$ cat src/dcp_pkg.sv
// shared types, constants and register map for the depth to coloured point unit
`timescale 1ns / 1ps

package dcp_pkg;

    localparam int COORD_BITS_DEF = 12;
    localparam int CFG_IDX_W      = 3;
    localparam int CFG_DATA_W     = 32;

    localparam int WIDTH_W  = 13;
    localparam int CENTER_W = 16;
    localparam int SCALE_W  = 32;
    localparam int DEPTH_W  = 16;
    localparam int HALF_W   = 16;

    localparam logic [WIDTH_W-1:0]  RST_IMAGE_WIDTH = 13'd640;
    localparam logic [CENTER_W-1:0] RST_CENTER_COL  = 16'd5112;
    localparam logic [CENTER_W-1:0] RST_CENTER_ROW  = 16'd3832;
    localparam logic [SCALE_W-1:0]  RST_SCALE_H     = 32'd8181;
    localparam logic [SCALE_W-1:0]  RST_SCALE_V     = 32'd8181;
    localparam logic [SCALE_W-1:0]  RST_DEPTH_SCALE = 32'd4294967;

    typedef enum logic [CFG_IDX_W-1:0] {
        REG_IMAGE_WIDTH = 3'd0,
        REG_CENTER_COL  = 3'd1,
        REG_CENTER_ROW  = 3'd2,
        REG_SCALE_H     = 3'd3,
        REG_SCALE_V     = 3'd4,
        REG_DEPTH_SCALE = 3'd5,
        REG_COLOR_ORDER = 3'd6
    } t_cfg_reg;

    typedef enum logic [1:0] {
        ORDER_RGB  = 2'd0,
        ORDER_BGR  = 2'd1,
        ORDER_MONO = 2'd2
    } t_color_order;

    typedef struct packed {
        logic [15:0] depth_sample;
        logic [7:0]  color_byte0;
        logic [7:0]  color_byte1;
        logic [7:0]  color_byte2;
        logic        frame_start;
    } t_pixel;

    typedef struct packed {
        logic signed [31:0] point_x;
        logic signed [31:0] point_y;
        logic [30:0]        point_z;
        logic               point_valid;
        logic [7:0]         red;
        logic [7:0]         green;
        logic [7:0]         blue;
    } t_point;

    typedef enum logic [3:0] {
        OP_NONE  = 4'd0,
        OP_MAG_X = 4'd1,
        OP_MAG_Y = 4'd2,
        OP_Z_LO  = 4'd3,
        OP_Z_HI  = 4'd4,
        OP_X_LO  = 4'd5,
        OP_X_HI  = 4'd6,
        OP_Y_LO  = 4'd7,
        OP_Y_HI  = 4'd8
    } t_mul_op;

    typedef struct packed {
        logic    accept;
        t_mul_op op;
        logic    finish;
    } t_ctrl_cmd;

    typedef struct packed {
        logic out_free;
    } t_dp_status;

endpackage

$ cat src/dcp_stream_if.sv
// valid/ready stream channel carrying one request payload
`timescale 1ns / 1ps

interface dcp_stream_if #(
    parameter type T = logic
) ();
    logic valid;
    logic ready;
    T     data;

    modport source (output valid, output data, input ready);
    modport sink   (input valid, input data, output ready);
endinterface

$ cat src/dcp_ctrl.sv
// sequencer: steps the shared multiplier through one pixel at a time
`timescale 1ns / 1ps

module dcp_ctrl (
    input  logic                  i_clk,
    input  logic                  i_rst_n,
    input  logic                  i_in_valid,
    input  dcp_pkg::t_dp_status   i_status,
    output logic                  o_in_ready,
    output dcp_pkg::t_ctrl_cmd    o_cmd
);

    typedef enum logic [10:0] {
        S_IDLE  = 11'b00000000001,
        S_MAG_X = 11'b00000000010,
        S_MAG_Y = 11'b00000000100,
        S_Z_LO  = 11'b00000001000,
        S_Z_HI  = 11'b00000010000,
        S_X_LO  = 11'b00000100000,
        S_X_HI  = 11'b00001000000,
        S_Y_LO  = 11'b00010000000,
        S_Y_HI  = 11'b00100000000,
        S_DRAIN = 11'b01000000000,
        S_DONE  = 11'b10000000000
    } t_state;

    t_state r_state;
    t_state n_state;

    always_ff @(posedge i_clk) begin
        if (!i_rst_n) begin
            r_state <= S_IDLE;
        end else begin
            r_state <= n_state;
        end
    end

    always_comb begin
        n_state      = r_state;
        o_in_ready   = 1'b0;
        o_cmd.accept = 1'b0;
        o_cmd.op     = dcp_pkg::OP_NONE;
        o_cmd.finish = 1'b0;
        unique case (r_state)
            S_IDLE: begin
                o_in_ready   = 1'b1;
                o_cmd.accept = i_in_valid;
                if (i_in_valid) begin
                    n_state = S_MAG_X;
                end
            end
            S_MAG_X: begin
                o_cmd.op = dcp_pkg::OP_MAG_X;
                n_state  = S_MAG_Y;
            end
            S_MAG_Y: begin
                o_cmd.op = dcp_pkg::OP_MAG_Y;
                n_state  = S_Z_LO;
            end
            S_Z_LO: begin
                o_cmd.op = dcp_pkg::OP_Z_LO;
                n_state  = S_Z_HI;
            end
            S_Z_HI: begin
                o_cmd.op = dcp_pkg::OP_Z_HI;
                n_state  = S_X_LO;
            end
            S_X_LO: begin
                o_cmd.op = dcp_pkg::OP_X_LO;
                n_state  = S_X_HI;
            end
            S_X_HI: begin
                o_cmd.op = dcp_pkg::OP_X_HI;
                n_state  = S_Y_LO;
            end
            S_Y_LO: begin
                o_cmd.op = dcp_pkg::OP_Y_LO;
                n_state  = S_Y_HI;
            end
            S_Y_HI: begin
                o_cmd.op = dcp_pkg::OP_Y_HI;
                n_state  = S_DRAIN;
            end
            S_DRAIN: begin
                // last product is folded into the accumulator here
                n_state = S_DONE;
            end
            S_DONE: begin
                if (i_status.out_free) begin
                    o_cmd.finish = 1'b1;
                    n_state      = S_IDLE;
                end
            end
            default: begin
                n_state = S_IDLE;
            end
        endcase
    end

    a_accept_starts: assert property (@(posedge i_clk) disable iff (!i_rst_n)
        o_cmd.accept |=> r_state == S_MAG_X)
        else $error("accepted request did not start the multiply sequence");

    a_finish_free: assert property (@(posedge i_clk) disable iff (!i_rst_n)
        o_cmd.finish |-> i_status.out_free)
        else $error("result loaded while output register still held");

    a_no_accept_busy: assert property (@(posedge i_clk) disable iff (!i_rst_n)
        (r_state != S_IDLE) |-> !o_cmd.accept)
        else $error("request accepted mid sequence");

endmodule

$ cat src/dcp_datapath.sv
// registers, pixel counters, shared multiplier, accumulators and output register
`timescale 1ns / 1ps

module dcp_datapath #(
    parameter int COORD_BITS = dcp_pkg::COORD_BITS_DEF
) (
    input  logic                            i_clk,
    input  logic                            i_rst_n,
    input  logic                            i_cfg_we,
    input  logic [dcp_pkg::CFG_IDX_W-1:0]   i_cfg_index,
    input  logic [dcp_pkg::CFG_DATA_W-1:0]  i_cfg_data,
    input  dcp_pkg::t_ctrl_cmd              i_cmd,
    input  dcp_pkg::t_pixel                 i_pixel,
    output dcp_pkg::t_dp_status             o_status,
    input  logic                            i_out_ready,
    output logic                            o_out_valid,
    output dcp_pkg::t_point                 o_point
);

    localparam int POS16_W = COORD_BITS + 4;
    localparam int DIFF_W  = (POS16_W > dcp_pkg::CENTER_W) ? POS16_W : dcp_pkg::CENTER_W;
    localparam int MAG_W   = DIFF_W + dcp_pkg::DEPTH_W;
    localparam int PROD_W  = MAG_W + dcp_pkg::HALF_W;
    localparam int ACC_W   = 64;
    localparam int ZACC_W  = dcp_pkg::DEPTH_W + dcp_pkg::SCALE_W;
    localparam int CMP_W   = (COORD_BITS + 1 > dcp_pkg::WIDTH_W) ? COORD_BITS + 1
                                                                : dcp_pkg::WIDTH_W;
    localparam int FRAC_X  = 20;
    localparam int Q_W     = ACC_W - FRAC_X;

    // configuration registers
    logic [dcp_pkg::WIDTH_W-1:0]  r_width;
    logic [dcp_pkg::CENTER_W-1:0] r_center_col;
    logic [dcp_pkg::CENTER_W-1:0] r_center_row;
    logic [dcp_pkg::SCALE_W-1:0]  r_scale_h;
    logic [dcp_pkg::SCALE_W-1:0]  r_scale_v;
    logic [dcp_pkg::SCALE_W-1:0]  r_depth_scale;
    logic [1:0]                   r_color_order;

    always_ff @(posedge i_clk) begin
        if (!i_rst_n) begin
            r_width       <= dcp_pkg::RST_IMAGE_WIDTH;
            r_center_col  <= dcp_pkg::RST_CENTER_COL;
            r_center_row  <= dcp_pkg::RST_CENTER_ROW;
            r_scale_h     <= dcp_pkg::RST_SCALE_H;
            r_scale_v     <= dcp_pkg::RST_SCALE_V;
            r_depth_scale <= dcp_pkg::RST_DEPTH_SCALE;
            r_color_order <= dcp_pkg::ORDER_RGB;
        end else if (i_cfg_we) begin
            unique case (i_cfg_index)
                dcp_pkg::REG_IMAGE_WIDTH: r_width       <= i_cfg_data[dcp_pkg::WIDTH_W-1:0];
                dcp_pkg::REG_CENTER_COL:  r_center_col  <= i_cfg_data[dcp_pkg::CENTER_W-1:0];
                dcp_pkg::REG_CENTER_ROW:  r_center_row  <= i_cfg_data[dcp_pkg::CENTER_W-1:0];
                dcp_pkg::REG_SCALE_H:     r_scale_h     <= i_cfg_data;
                dcp_pkg::REG_SCALE_V:     r_scale_v     <= i_cfg_data;
                dcp_pkg::REG_DEPTH_SCALE: r_depth_scale <= i_cfg_data;
                dcp_pkg::REG_COLOR_ORDER: r_color_order <= i_cfg_data[1:0];
                default: ;
            endcase
        end
    end

    // pixel position and per-pixel operands
    logic [COORD_BITS-1:0] r_col;
    logic [COORD_BITS-1:0] r_row;
    logic [COORD_BITS-1:0] col_cur;
    logic [COORD_BITS-1:0] row_cur;
    logic [COORD_BITS:0]   col_inc;
    logic                  row_wrap;
    logic [DIFF_W-1:0]     pos_x;
    logic [DIFF_W-1:0]     pos_y;
    logic [DIFF_W-1:0]     ctr_x;
    logic [DIFF_W-1:0]     ctr_y;

    logic [DIFF_W-1:0]            r_diff_x;
    logic [DIFF_W-1:0]            r_diff_y;
    logic                         r_neg_x;
    logic                         r_neg_y;
    logic [dcp_pkg::DEPTH_W-1:0]  r_depth;
    logic [7:0]                   r_red;
    logic [7:0]                   r_green;
    logic [7:0]                   r_blue;

    always_comb begin
        col_cur  = i_pixel.frame_start ? '0 : r_col;
        row_cur  = i_pixel.frame_start ? '0 : r_row;
        col_inc  = {1'b0, col_cur} + (COORD_BITS + 1)'(1);
        row_wrap = (CMP_W'(col_inc) >= CMP_W'(r_width)) || col_inc[COORD_BITS];
        pos_x    = DIFF_W'({col_cur, 4'b0000});
        pos_y    = DIFF_W'({row_cur, 4'b0000});
        ctr_x    = DIFF_W'(r_center_col);
        ctr_y    = DIFF_W'(r_center_row);
    end

    always_ff @(posedge i_clk) begin
        if (!i_rst_n) begin
            r_col <= '0;
            r_row <= '0;
        end else if (i_cmd.accept) begin
            r_col <= row_wrap ? '0 : col_inc[COORD_BITS-1:0];
            r_row <= row_cur + COORD_BITS'(row_wrap);
        end
    end

    always_ff @(posedge i_clk) begin
        if (i_cmd.accept) begin
            r_neg_x  <= pos_x < ctr_x;
            r_neg_y  <= pos_y < ctr_y;
            r_diff_x <= (pos_x < ctr_x) ? ctr_x - pos_x : pos_x - ctr_x;
            r_diff_y <= (pos_y < ctr_y) ? ctr_y - pos_y : pos_y - ctr_y;
            r_depth  <= i_pixel.depth_sample;
            unique case (r_color_order)
                dcp_pkg::ORDER_RGB: begin
                    r_red   <= i_pixel.color_byte0;
                    r_green <= i_pixel.color_byte1;
                    r_blue  <= i_pixel.color_byte2;
                end
                dcp_pkg::ORDER_BGR: begin
                    r_red   <= i_pixel.color_byte2;
                    r_green <= i_pixel.color_byte1;
                    r_blue  <= i_pixel.color_byte0;
                end
                default: begin
                    r_red   <= i_pixel.color_byte0;
                    r_green <= i_pixel.color_byte0;
                    r_blue  <= i_pixel.color_byte0;
                end
            endcase
        end
    end

    // shared multiplier, product registered, folded in on the next cycle
    logic [MAG_W-1:0]           mul_a;
    logic [dcp_pkg::HALF_W-1:0] mul_b;
    logic [PROD_W-1:0]          r_prod;
    dcp_pkg::t_mul_op           r_wb_op;
    logic [MAG_W-1:0]           r_mag_x;
    logic [MAG_W-1:0]           r_mag_y;
    logic [ACC_W-1:0]           r_acc_x;
    logic [ACC_W-1:0]           r_acc_y;
    logic [ZACC_W-1:0]          r_acc_z;

    always_comb begin
        mul_a = '0;
        mul_b = '0;
        unique case (i_cmd.op)
            dcp_pkg::OP_MAG_X: begin
                mul_a = MAG_W'(r_diff_x);
                mul_b = r_depth;
            end
            dcp_pkg::OP_MAG_Y: begin
                mul_a = MAG_W'(r_diff_y);
                mul_b = r_depth;
            end
            dcp_pkg::OP_Z_LO: begin
                mul_a = MAG_W'(r_depth);
                mul_b = r_depth_scale[15:0];
            end
            dcp_pkg::OP_Z_HI: begin
                mul_a = MAG_W'(r_depth);
                mul_b = r_depth_scale[31:16];
            end
            dcp_pkg::OP_X_LO: begin
                mul_a = r_mag_x;
                mul_b = r_scale_h[15:0];
            end
            dcp_pkg::OP_X_HI: begin
                mul_a = r_mag_x;
                mul_b = r_scale_h[31:16];
            end
            dcp_pkg::OP_Y_LO: begin
                mul_a = r_mag_y;
                mul_b = r_scale_v[15:0];
            end
            dcp_pkg::OP_Y_HI: begin
                mul_a = r_mag_y;
                mul_b = r_scale_v[31:16];
            end
            default: ;
        endcase
    end

    always_ff @(posedge i_clk) begin
        if (!i_rst_n) begin
            r_wb_op <= dcp_pkg::OP_NONE;
        end else begin
            r_wb_op <= i_cmd.op;
        end
    end

    always_ff @(posedge i_clk) begin
        r_prod <= PROD_W'(mul_a) * PROD_W'(mul_b);
    end

    // accumulators wrap: x and y at 64 bits, z at 48 bits, as the projection is defined
    always_ff @(posedge i_clk) begin
        unique case (r_wb_op)
            dcp_pkg::OP_MAG_X: r_mag_x <= r_prod[MAG_W-1:0];
            dcp_pkg::OP_MAG_Y: r_mag_y <= r_prod[MAG_W-1:0];
            dcp_pkg::OP_Z_LO:  r_acc_z <= ZACC_W'(r_prod);
            dcp_pkg::OP_Z_HI:  r_acc_z <= r_acc_z + (ZACC_W'(r_prod) << dcp_pkg::HALF_W);
            dcp_pkg::OP_X_LO:  r_acc_x <= ACC_W'(r_prod);
            dcp_pkg::OP_X_HI:  r_acc_x <= r_acc_x + (ACC_W'(r_prod) << dcp_pkg::HALF_W);
            dcp_pkg::OP_Y_LO:  r_acc_y <= ACC_W'(r_prod);
            dcp_pkg::OP_Y_HI:  r_acc_y <= r_acc_y + (ACC_W'(r_prod) << dcp_pkg::HALF_W);
            default: ;
        endcase
    end

    // floor shift and saturation
    logic [Q_W-1:0] q_x;
    logic [Q_W-1:0] q_y;
    logic [Q_W:0]   qn_x;
    logic [Q_W:0]   qn_y;
    logic [31:0]    sat_x;
    logic [31:0]    sat_y;
    logic [31:0]    q_z;
    logic [30:0]    sat_z;
    logic           depth_ok;

    always_comb begin
        q_x  = r_acc_x[ACC_W-1:FRAC_X];
        q_y  = r_acc_y[ACC_W-1:FRAC_X];
        qn_x = {1'b0, q_x} + (Q_W + 1)'(|r_acc_x[FRAC_X-1:0]);
        qn_y = {1'b0, q_y} + (Q_W + 1)'(|r_acc_y[FRAC_X-1:0]);
        if (r_neg_x) begin
            sat_x = (qn_x > (Q_W + 1)'(33'h080000000)) ? 32'h80000000
                                                       : ~qn_x[31:0] + 32'd1;
        end else begin
            sat_x = (q_x > Q_W'(32'h7FFFFFFF)) ? 32'h7FFFFFFF : q_x[31:0];
        end
        if (r_neg_y) begin
            sat_y = (qn_y > (Q_W + 1)'(33'h080000000)) ? 32'h80000000
                                                       : ~qn_y[31:0] + 32'd1;
        end else begin
            sat_y = (q_y > Q_W'(32'h7FFFFFFF)) ? 32'h7FFFFFFF : q_y[31:0];
        end
        q_z      = r_acc_z[ZACC_W-1:dcp_pkg::HALF_W];
        sat_z    = q_z[31] ? 31'h7FFFFFFF : q_z[30:0];
        depth_ok = r_depth != '0;
    end

    // output register
    logic            r_out_valid;
    dcp_pkg::t_point r_out;

    always_ff @(posedge i_clk) begin
        if (!i_rst_n) begin
            r_out_valid <= 1'b0;
        end else if (i_cmd.finish) begin
            r_out_valid <= 1'b1;
        end else if (i_out_ready) begin
            r_out_valid <= 1'b0;
        end
    end

    always_ff @(posedge i_clk) begin
        if (i_cmd.finish) begin
            r_out.point_x     <= depth_ok ? sat_x : '0;
            r_out.point_y     <= depth_ok ? sat_y : '0;
            r_out.point_z     <= depth_ok ? sat_z : '0;
            r_out.point_valid <= depth_ok;
            r_out.red         <= r_red;
            r_out.green       <= r_green;
            r_out.blue        <= r_blue;
        end
    end

    assign o_status.out_free = !r_out_valid || i_out_ready;
    assign o_out_valid       = r_out_valid;
    assign o_point           = r_out;

    a_invalid_zero: assert property (@(posedge i_clk) disable iff (!i_rst_n)
        (r_out_valid && !r_out.point_valid) |->
            (r_out.point_x == '0 && r_out.point_y == '0 && r_out.point_z == '0))
        else $error("invalid point carries non-zero coordinates");

    a_frame_start_origin: assert property (@(posedge i_clk) disable iff (!i_rst_n)
        (i_cmd.accept && i_pixel.frame_start && r_width > dcp_pkg::WIDTH_W'(1)) |=>
            (r_col == COORD_BITS'(1) && r_row == '0))
        else $error("frame start did not restart the raster position");

    a_finish_after_drain: assert property (@(posedge i_clk) disable iff (!i_rst_n)
        i_cmd.finish |-> r_wb_op == dcp_pkg::OP_NONE)
        else $error("result loaded before the last product was folded in");

endmodule

$ cat src/depth_to_colored_point_unit.sv
// top level: pinhole back-projection of a depth pixel stream into coloured points
//
//   channel   dir   handshake            payload
//   i_pixel   in    valid/ready          depth sample, three colour bytes, frame start
//   o_point   out   valid/ready          x, y, z (Q16.16 m), valid flag, red/green/blue
//   i_cfg_*   in    write enable only    register index and 32-bit data
//
// each pixel steps through accept, eight passes through the single shared 32x16
// multiplier, a drain step to fold in the last product, and a final step that loads
// the output register. the next pixel is taken while a result waits in the output
// register. a stalled output holds the sequencer in its final step.
// synchronous active-low reset restores the register defaults and zeroes the counters
`timescale 1ns / 1ps

module depth_to_colored_point_unit #(
    parameter int COORD_BITS = dcp_pkg::COORD_BITS_DEF
) (
    input  logic                            i_clk,
    input  logic                            i_rst_n,
    input  logic                            i_cfg_we,
    input  logic [dcp_pkg::CFG_IDX_W-1:0]   i_cfg_index,
    input  logic [dcp_pkg::CFG_DATA_W-1:0]  i_cfg_data,
    dcp_stream_if.sink                      i_pixel,
    dcp_stream_if.source                    o_point
);

    dcp_pkg::t_ctrl_cmd  cmd;
    dcp_pkg::t_dp_status status;
    dcp_pkg::t_pixel     pixel;
    dcp_pkg::t_point     point;
    logic                in_ready;
    logic                out_valid;

    assign pixel = i_pixel.data;

    dcp_ctrl u_ctrl (
        .i_clk      (i_clk),
        .i_rst_n    (i_rst_n),
        .i_in_valid (i_pixel.valid),
        .i_status   (status),
        .o_in_ready (in_ready),
        .o_cmd      (cmd)
    );

    dcp_datapath #(
        .COORD_BITS (COORD_BITS)
    ) u_datapath (
        .i_clk       (i_clk),
        .i_rst_n     (i_rst_n),
        .i_cfg_we    (i_cfg_we),
        .i_cfg_index (i_cfg_index),
        .i_cfg_data  (i_cfg_data),
        .i_cmd       (cmd),
        .i_pixel     (pixel),
        .o_status    (status),
        .i_out_ready (o_point.ready),
        .o_out_valid (out_valid),
        .o_point     (point)
    );

    assign i_pixel.ready = in_ready;
    assign o_point.valid = out_valid;
    assign o_point.data  = point;

endmodule
$ cat src/flat_wrapper.sv
// flat-port wrapper written by rule: the top's interface ports become plain ports
module depth_to_colored_point_unit_flat 
#(
    parameter int COORD_BITS = dcp_pkg::COORD_BITS_DEF
)
  (i_clk, i_rst_n, i_cfg_we, i_cfg_index, i_cfg_data, i_pixel_valid, i_pixel_data, i_pixel_ready, o_point_valid, o_point_data, o_point_ready);
  dcp_stream_if i_pixel_i ();
  dcp_stream_if o_point_i ();
  input  logic i_clk;
  input  logic i_rst_n;
  input  logic i_cfg_we;
  input  logic [dcp_pkg::CFG_IDX_W-1:0] i_cfg_index;
  input  logic [dcp_pkg::CFG_DATA_W-1:0] i_cfg_data;
  input wire logic [$bits(i_pixel_i.valid)-1:0] i_pixel_valid;
  input wire logic [$bits(i_pixel_i.data)-1:0] i_pixel_data;
  output wire logic [$bits(i_pixel_i.ready)-1:0] i_pixel_ready;
  output wire logic [$bits(o_point_i.valid)-1:0] o_point_valid;
  output wire logic [$bits(o_point_i.data)-1:0] o_point_data;
  input wire logic [$bits(o_point_i.ready)-1:0] o_point_ready;
  assign i_pixel_i.valid = i_pixel_valid;
  assign i_pixel_i.data = i_pixel_data;
  assign i_pixel_ready = i_pixel_i.ready;
  assign o_point_valid = o_point_i.valid;
  assign o_point_data = o_point_i.data;
  assign o_point_i.ready = o_point_ready;
  depth_to_colored_point_unit #(.COORD_BITS(COORD_BITS)) u_core (.i_clk(i_clk), .i_rst_n(i_rst_n), .i_cfg_we(i_cfg_we), .i_cfg_index(i_cfg_index), .i_cfg_data(i_cfg_data), .i_pixel(i_pixel_i), .o_point(o_point_i));
endmodule
$ cat config.mk
export PLATFORM = sky130hd
export DESIGN_NAME = depth_to_colored_point_unit_flat
export DESIGN_NICKNAME = d
export VERILOG_FILES = /design/src/dcp_pkg.sv /design/src/dcp_stream_if.sv /design/src/dcp_ctrl.sv /design/src/dcp_datapath.sv /design/src/depth_to_colored_point_unit.sv /design/src/flat_wrapper.sv
export SDC_FILE = /design/constraint.sdc
export NUM_CORES = 1
export LEC_CHECK = 0
export BUFFER_PORTS_ARGS = -buffer_cell sky130_fd_sc_hd__buf_2
export CAP_MARGIN = 0
export CORE_UTILIZATION = 42
export CTS_CLUSTER_DIAMETER = 200
export DETAILED_ROUTE_END_ITERATION = 12
export PLACE_DENSITY = 0.94
export SLEW_MARGIN = 15
export SYNTH_ARGS = -nofsm -noshare
export SYNTH_HDL_FRONTEND = slang
export SYNTH_SLANG_ARGS = --single-unit
$ cat constraint.sdc
create_clock -name i_clk -period 3.71 [get_ports i_clk]
set_clock_uncertainty 0.15 [all_clocks]
set_input_delay 0.371 -clock i_clk [delete_from_list [all_inputs] [get_ports i_clk]]
set_output_delay 0.371 -clock i_clk [all_outputs]
set_load 0.01 [all_outputs]
==> flow_summary.yaml, run 1 <==
grt:
  grt_antenna_before_repair: 0
  use_met2_pct: 23.0
  grt_use_met1_pct: 22.2
  gr-total-overflow: 0
  grt_start_max_net_pins: 9
  met3_usage_pct: 9.78
  grt_pass1_wl_um: 1750
  grt_usage_pct: 16.9
  grt_pass1_vias: 413
  busiest_layer: "met2"
timing:
  drv_slew: 0
  tns_ps: 0
  setup_violations: 0
  post-route-period-util_pct: 56.0
  rsz0062_at_grt: "false"
  clock.fmax_mhz: 482
  fin_crit_ps: 2080
  hold_violations: 0
place:
  portBuffers: 5
  hpwlAfterDp_um: 754
  gp_congestion: 0.776
  dpl_cell_area_um2: 663
yosys:
  synth_top_area_share_pct: 38.3
  synth_top_family_by_area: "simple AND/OR/NAND/NOR gates"
  synthMuxAreaShare_pct: 0
  syn-cell-area_um2: 627
  synth_async_sr_flop_share_pct: 0
  ys_warn_count: 0
  synth_top_area_cell: "dfxtp_1"
  synthAdderAreaFrac_pct: 0
  ys_seq_elements: 12
  syn-num-nets: 105
  yosys-top-cells-count: "dfxtp_1 (12), nor2_1 (7), nand2_1 (4), nand3_1 (4), o21ai_0 (4)"
  synth-edff-count: 0
  synth.most_common_cell: "dfxtp_1"
  avgSynthCellArea_um2: 9.79
  synth_ff_type: "dfxtp_1"
  synthDistinctLibCells: 31
  ys_top_cells_by_area: "dfxtp_1 (38%), nor2_1 (4.2%), nand4b_1 (4.2%)"
  synth_compound_area_share_pct: 12.6
  yosys.area_share.simple_pct: 43.3
  synth_cells: 64
  synth_seq_area_share_pct: 38.3
  synthXorXnorAreaFrac_pct: 2.79
critical_path:
  path_class: "reg -> out"
  end_kind: "output pin"
  crit_required_ps: 3190
  path_max_fanout: 7
  startpoint_type: "flip-flop"
  cp.arrival_ps: 1560
cts:
  clock_latency_ps: 270
  tritoncts: "built"
  cts_buffers: 3
  post_cts_buffers: 0
  cts_resized: 0
  clockBufferDepth: 2
  root_buffer: "clkbuf_4"
  cts.hold.buffers_added: 0
  htree_levels: 1
  path_clk_slew_ps: 80
  cts.sinks: 12
floorplan:
  rows: 13
  core_area_um2: 1350
  die_area_um2: 1650
  die-width_um: 40.6
  start_util_pct: 46.4
  die_h_um: 40.6
  pin_count: 44
final_layout:
  finalInstanceArea_um2: 699
  antenna_cells: 0
  layout-drive-gt1-share_pct: 27.8
  final_util_pct: 51.8
  nNetsFinal: 114
  area_growth_pct: 11.6
pwr:
  intPower_w: 0.000204
  p_leak_nw: 0.247
  p_clk_share_pct: 38.8
  switching_share_pct: 23.7
  p_comb_share_pct: 10.8
  power_frac_seq_pct: 50.4
  power.density_cell_area_nw_per_um2: 382
  vdd_drop_max_uv: 241
  power_switching_w: 0.0000633
detailed_routing:
  via_count: 482
  drt-vias-per-instance: 5.54
  routed_wirelength_um: 1020
  postRouteAntennaNets: 0
  drtIter0Drc: 17
  drtPass1Iterations: 4
  drc: 0
  wire_per_inst_um: 11.7
flow_run:
  cap_violations: 0
run_status:
  status: "completed"
min_path:
  hold_class: "in -> reg"
placed cells by master (no fill, tap or decap), types with 2 or more instances in the layout:
master,count
inv_1,2
a21boi_0,2
buf_2,5
nand2_1,4
o21ai_0,4
xor2_1,2
clkbuf_4,3
nor3b_2,2
nand4b_1,3
dfxtp_1,12
nor2_1,7
nand3_1,4
o211ai_1,2
worst max-delay path: stages, from the launching register on:
cell,delay [ps]
dfxtp_1,400
nor4_4,370
and2_4,240
and3_2,160
buf_2,120
registers in the layout (all words and copies together) (netlist names):
signal,cells
u_core.u_ctrl.r_state,11
u_core.u_datapath.o_out_valid,1
worst paths after layout:
path                                      start                            end  slack (ps)  cells past startpoint
hold / removal                          i_rst_n       u_core.u_ctrl.r_state[0]         190                      2
hold reg to reg   u_core.u_datapath.o_out_valid  u_core.u_datapath.o_out_valid         350                      2
setup reg to reg       u_core.u_ctrl.r_state[6]       u_core.u_ctrl.r_state[0]        2020                      4
setup / recovery       u_core.u_ctrl.r_state[4]                  i_pixel_ready        1630                      4
power by group through the flow:
| stage | Combinational (W) | Sequential (W) | Clock, W |
|---|---|---|---|
| after global routing | 0.0000324 | 0.000135 | 0.000118 |
| final | 0.0000287 | 0.000135 | 0.000104 |
| after floorplan | 0.0000221 | 0.000137 | 0 |
| after detailed placement | 0.0000283 | 0.000138 | 0 |
| after global placement | 0.0000277 | 0.000138 | 0 |
| after CTS | 0.0000284 | 0.000135 | 0.000108 |
kinds of logic after synthesis:
logic type | Yosys count
AND/OR/NAND/NOR | 35
flip-flops | 12
AO/OA/AOI/OAI | 11
buffers and inverters | 3
XOR/XNOR | 2
other | 1
layer usage:
layer,share of wire [%],wire length [µm],vias up
li1,-,-,253
met1,50,515,221
met5,0,0,-
met2,45,455,8
met3,5.0,51,0
met4,0,0,0
per-stage QoR:
step,hold slack [ps],cells,total power [W],setup WS [ps]
2_1_floorplan,299,64,0.000159,2100
3_3_place_gp,331,83,0.000165,1950
3_5_place_dp,342,83,0.000166,1930
4_1_cts,187,87,0.000271,1630
5_1_grt,192,87,0.000285,1530
6_report,192,87,0.000267,1630
layout make-up:
cell class,count,area (µm²)
flip-flops and latches,12,240
clock buffers,4,36.3
fillers,119,651
well taps,15,18.8
repair buffers,5,25.0
inverters,2,7.51
multi-input cells,49,372
Note: power is estimated with default switching activity, not from simulation.
==> inputs of run 2 (changes only) <==
--- a/config.mk
+++ b/config.mk
@@ -7,10 +7,10 @@
 export LEC_CHECK = 0
 export BUFFER_PORTS_ARGS = -buffer_cell sky130_fd_sc_hd__buf_2
 export CAP_MARGIN = 0
-export CORE_UTILIZATION = 42
+export CORE_UTILIZATION = 39
 export CTS_CLUSTER_DIAMETER = 200
 export DETAILED_ROUTE_END_ITERATION = 12
-export PLACE_DENSITY = 0.94
+export PLACE_DENSITY = 0.89
 export SLEW_MARGIN = 15
 export SYNTH_ARGS = -nofsm -noshare
 export SYNTH_HDL_FRONTEND = slang
==> constraint.sdc (replaced) <==
create_clock -name i_clk -period 1.95 [get_ports i_clk]
set_clock_uncertainty 0.15 [all_clocks]
set_input_delay 0.195 -clock i_clk [delete_from_list [all_inputs] [get_ports i_clk]]
set_output_delay 0.195 -clock i_clk [all_outputs]
set_load 0.01 [all_outputs]
==> flow_summary.yaml, run 2 (same netlist as run 1, synthesis figures left out) <==
run_status:
  status: "completed"
timing:
  rsz0062_at_grt: "false"
  drv_slew: 0
  tns_ps: 0
  fin_crit_ps: 1880
  hold_violations: 0
  setup_violations: 0
  post-route-period-util_pct: 96.2
  clock.fmax_mhz: 533
detailed_routing:
  drc: 0
  drtIter0Drc: 14
  wire_per_inst_um: 13.0
  via_count: 510
  routed_wirelength_um: 1170
  drt-vias-per-instance: 5.67
  drtPass1Iterations: 4
  postRouteAntennaNets: 0
grt:
  gr-total-overflow: 0
  grt_pass1_wl_um: 1990
  grt_pass1_vias: 457
  grt_usage_pct: 15.0
  grt_antenna_before_repair: 0
  grt_start_max_net_pins: 9
floorplan:
  start_util_pct: 41.6
  core_area_um2: 1510
  rows: 14
  die_h_um: 42.1
  die-width_um: 42.1
  pin_count: 44
  die_area_um2: 1770
place:
  portBuffers: 5
  gp_congestion: 0.760
  hpwlAfterDp_um: 868
  dpl_cell_area_um2: 664
critical_path:
  end_kind: "output pin"
  path_class: "reg -> out"
  r2r_start: "u_core.u_ctrl.r_state[4]"
  path_buf_inv: 1
  startpoint_type: "flip-flop"
  path_max_fanout: 6
  critPathSlowestCell: "dfxtp_1"
  worstPathCellList: "nor4_4 -> and2_4 -> and3_2 -> buf_2"
  crit_required_ps: 1600
  critPathMaxStageDelay_ps: 380
  worst_r2r_path_depth: 3
  regToRegSetupSlack_ps: 240
  reg2reg_to: "u_core.u_ctrl.r_state[0]"
  cp.arrival_ps: 1530
  cpLargestDelayFamily: "simple AND/OR/NAND/NOR gates"
cts:
  root_buffer: "clkbuf_4"
  cts.sinks: 12
  cts.hold.buffers_added: 0
  path_clk_slew_ps: 80
  cts_buffers: 3
  clock_latency_ps: 270
  clockBufferDepth: 2
  cts_resized: 0
  tritoncts: "built"
  htree_levels: 1
final_layout:
  largest_reg_flops: 11
  mostFrequentLayoutCells: "dfxtp_1 (12), nor2_1 (7), buf_2 (5)"
  area_growth_pct: 14.2
  antenna_cells: 0
  final_common_cell: "dfxtp_1"
  largest_register: "u_core.u_ctrl.r_state"
  nNetsFinal: 116
  finalInstanceArea_um2: 716
  filler_cell_count: 153
  layout-drive-gt1-share_pct: 29.7
pwr:
  switching_share_pct: 23.9
  p_leak_nw: 0.255
  power.density_cell_area_nw_per_um2: 712
  vdd_drop_max_uv: 454
  power_frac_seq_pct: 50.3
  p_comb_share_pct: 10.8
  p_clk_share_pct: 38.8
  intPower_w: 0.000388
  power_switching_w: 0.000122
min_path:
  hold_end: "u_core.u_ctrl.r_state[0]"
  min_from: "i_rst_n"
  hold_class: "in -> reg"
  hold_depth: 2
flow_run:
  cap_violations: 0
## run 2: what timing repair did
action / 4_1_cts / 5_1_grt
setup endpoints to repair: 1 / 1
pin swaps: 1 / 1
setup buffers: 0 / 2
## run 2: layout make-up
class | instances | area, µm² | share of cell area (%)
clock buffers | 4 | 36.3 | 5.07
inverters | 2 | 7.51 | 1.05
multi-input cells | 49 | 372 | 51.9
flip-flops and latches | 12 | 240 | 33.6
well taps | 16 | 20.0 | 2.80
repair buffers | 7 | 40.0 | 5.59
## run 2: how the worst max path moves through the flow
stage | from | end | slack [ps] | cells past startpoint
2_1_floorplan | u_core.u_ctrl.r_state[6] | u_core.u_ctrl.r_state[0] | 350 | 4
3_3_place_gp | u_core.u_ctrl.r_state[4] | u_core.u_ctrl.r_state[0] | 280 | 3
3_5_place_dp | u_core.u_ctrl.r_state[4] | u_core.u_ctrl.r_state[0] | 240 | 3
4_1_cts | u_core.u_ctrl.r_state[5] | i_pixel_ready | 10 | 4
5_1_grt | u_core.u_ctrl.r_state[7] | i_pixel_ready | 20 | 4
6_report | u_core.u_ctrl.r_state[7] | i_pixel_ready | 70 | 4
## run 2: power by group through the flow
stage	Clock, W	Combinational, W	Sequential [W]
final	0.000198	0.0000552	0.000257
after global placement	0	0.0000538	0.000262
after CTS	0.000205	0.0000554	0.000257
after detailed placement	0	0.0000551	0.000263
after global routing	0.000213	0.0000615	0.000258
after floorplan	0	0.0000420	0.000261
## run 2: metrics by stage
step           util [%]  instances  total power, W  setup WS (ps)  hold WS [ps]
6_report           47.5         90        0.000510           74.9          28.6
5_1_grt            47.5         90        0.000532           23.0          34.1
4_1_cts            46.5         88        0.000517           13.3          20.2
3_5_place_dp       44.1         84        0.000318            235           315
3_3_place_gp       44.1         84        0.000316            283           301
2_1_floorplan         -         64        0.000303            353           123
## run 2: worst reg2reg max path: stages (launching register included)
cell and delay, ps:
dfxtp_1 400, or4_4 580, a2111oi_2 340, o311ai_1 130
## run 2: routing by layer
metal / vias up / GRT usage (%) / share of wire, %
met5: - / 0 / 0
met3: 4 / 3.88 / 3.2
met1: 237 / 20.2 / 47
li1: 259 / - / -
met4: 0 / 9.38 / 1.7
met2: 10 / 21.3 / 48
==> inputs of run 3 (changes only) <==
==> constraint.sdc (replaced) <==
create_clock -name i_clk -period 1.95 [get_ports i_clk]
set_clock_uncertainty 0.15 [all_clocks]
set_input_delay 0.39 -clock i_clk [delete_from_list [all_inputs] [get_ports i_clk]]
set_output_delay 0.39 -clock i_clk [all_outputs]
set_load 0.01 [all_outputs]
==> flow_summary.yaml, run 3 (same netlist as run 1, synthesis figures left out) <==
critical_path:
  cp.arrival_ps: 1400
  end_kind: "output pin"
  worst_r2r_path_depth: 4
  crit_end: "i_pixel_ready"
  regToRegSetupSlack_ps: 190
  crit_required_ps: 1410
  startpoint_type: "flip-flop"
  path_class: "reg -> out"
  path_max_fanout: 2
  r2r_start: "u_core.u_ctrl.r_state[5]"
  reg2reg_to: "u_core.u_ctrl.r_state[0]"
  worstSetupStartpoint: "u_core.u_ctrl.r_state[5]"
cts:
  cts.sinks: 12
  root_buffer: "clkbuf_4"
  cts_buffers: 3
  clockBufferDepth: 2
  clock_latency_ps: 280
  path_clk_slew_ps: 80
  htree_levels: 1
  tritoncts: "built"
  cts.hold.buffers_added: 0
floorplan:
  die_area_um2: 1770
  die_h_um: 42.1
  pin_count: 44
  die-width_um: 42.1
  rows: 14
  core_area_um2: 1510
  start_util_pct: 41.6
timing:
  layout_setup_ws_ps: 9.22
  post-route-period-util_pct: 99.5
  fin_crit_ps: 1940
  clock.fmax_mhz: 515
  hold_violations: 0
  setup_violations: 0
  drv_slew: 0
  rsz0062_at_grt: "true"
grt:
  grt_pass1_wl_um: 2190
  gr-total-overflow: 0
  grt_usage_pct: 16.4
  grt_antenna_before_repair: 0
  grt_start_max_net_pins: 9
  grt_pass1_vias: 492
final_layout:
  largest_reg_flops: 11
  area_growth_pct: 20.4
  mostFrequentLayoutCells: "dfxtp_1 (9), nor2_1 (7), buf_4 (5)"
  final_cells: 93
  nNetsFinal: 119
  final_common_cell: "dfxtp_1"
  antenna_cells: 0
  largest_register: "u_core.u_ctrl.r_state"
  layout-drive-gt1-share_pct: 36.4
run_status:
  status: "completed"
min_path:
  hold_class: "in -> reg"
pwr:
  vdd_drop_max_uv: 455
  power.density_cell_area_nw_per_um2: 689
  p_leak_nw: 0.275
place:
  dp_cells: 84
  portBuffers: 5
  pre_cts_slack_ps: 113
  gp_congestion: 0.760
  hpwlAfterDp_um: 868
detailed_routing:
  routed_wirelength_um: 1290
  drtIter0Drc: 16
  wire_per_inst_um: 13.8
  drt-vias-per-instance: 5.69
  drtPass1Iterations: 4
  drc: 0
  postRouteAntennaNets: 0
  via_count: 529
flow_run:
  cap_violations: 0
## run 3: cell types whose count changed in the layout (fill, tap and decap cells not counted)
cell     before  now
and3_2        1    0
and3_4        0    1
dfxtp_1      12    9
dfxtp_4       0    1
buf_6         0    1
dfxtp_2       0    2
buf_4         2    5
buf_2         5    4
## run 3: layout make-up
cell class,instances,area [µm²]
clock buffers,4,36.3
inverters,2,7.51
fillers,149,752
well taps,16,20.0
multi-input cells,49,375
flip-flops and latches,12,246
repair buffers,10,68.8
## run 3: metal layers
metal	track usage, %	vias up	part of all wire (%)
li1	-	264	-
met1	22.3	245	45
met2	23.8	15	47
met3	3.88	5	5.1
met4	9.38	0	3.0
met5	0	-	0
## run 3: per-stage QoR
| stage | TNS [ps] | util [%] | total power [W] | hold slack (ps) | area, µm² |
|---|---|---|---|---|---|
| 6_report | 0 | 50.1 | 0.000520 | 218 | 754 |
| 5_1_grt | -40.1 | 50.1 | 0.000537 | 229 | 754 |
| 4_1_cts | 0 | 48.8 | 0.000516 | 215 | 736 |
| 3_5_place_dp | 0 | 44.1 | 0.000318 | 342 | 664 |
| 3_3_place_gp | 0 | 44.1 | 0.000316 | 326 | 664 |
| 2_1_floorplan | 0 | - | 0.000303 | 318 | 627 |
## run 3: how the worst min path moves through the flow
stage | from | endpoint | slack, ps | depth (start not counted)
floorplan | i_rst_n | u_core.u_ctrl.r_state[0] | 320 | 1
global placement | u_core.u_datapath.o_out_valid | u_core.u_datapath.o_out_valid | 330 | 2
detailed placement | u_core.u_datapath.o_out_valid | u_core.u_datapath.o_out_valid | 340 | 2
CTS | i_pixel_valid | u_core.u_ctrl.r_state[1] | 220 | 3
global route | i_rst_n | u_core.u_ctrl.r_state[0] | 230 | 2
finish | i_rst_n | u_core.u_ctrl.r_state[0] | 220 | 2
## run 3: critical path: stages, from the launching register on
cell and delay [ps]:
dfxtp_4 360, nor4_4 300, and2_4 200, and3_4 170, buf_6 90
## run 3: report_power, final
group / total, W / switching, W / internal (W)
sequential: 0.000255 / 0.00000711 / 0.000248
combinational: 0.0000618 / 0.0000318 / 0.0000300
clock: 0.000203 / 0.0000891 / 0.000114
## run 3: timing repair
item                       in CTS  in global routing
resized for setup               3                  3
buffers inserted                4                  1
pin swaps                       2                  3
setup endpoints to repair       1                  1
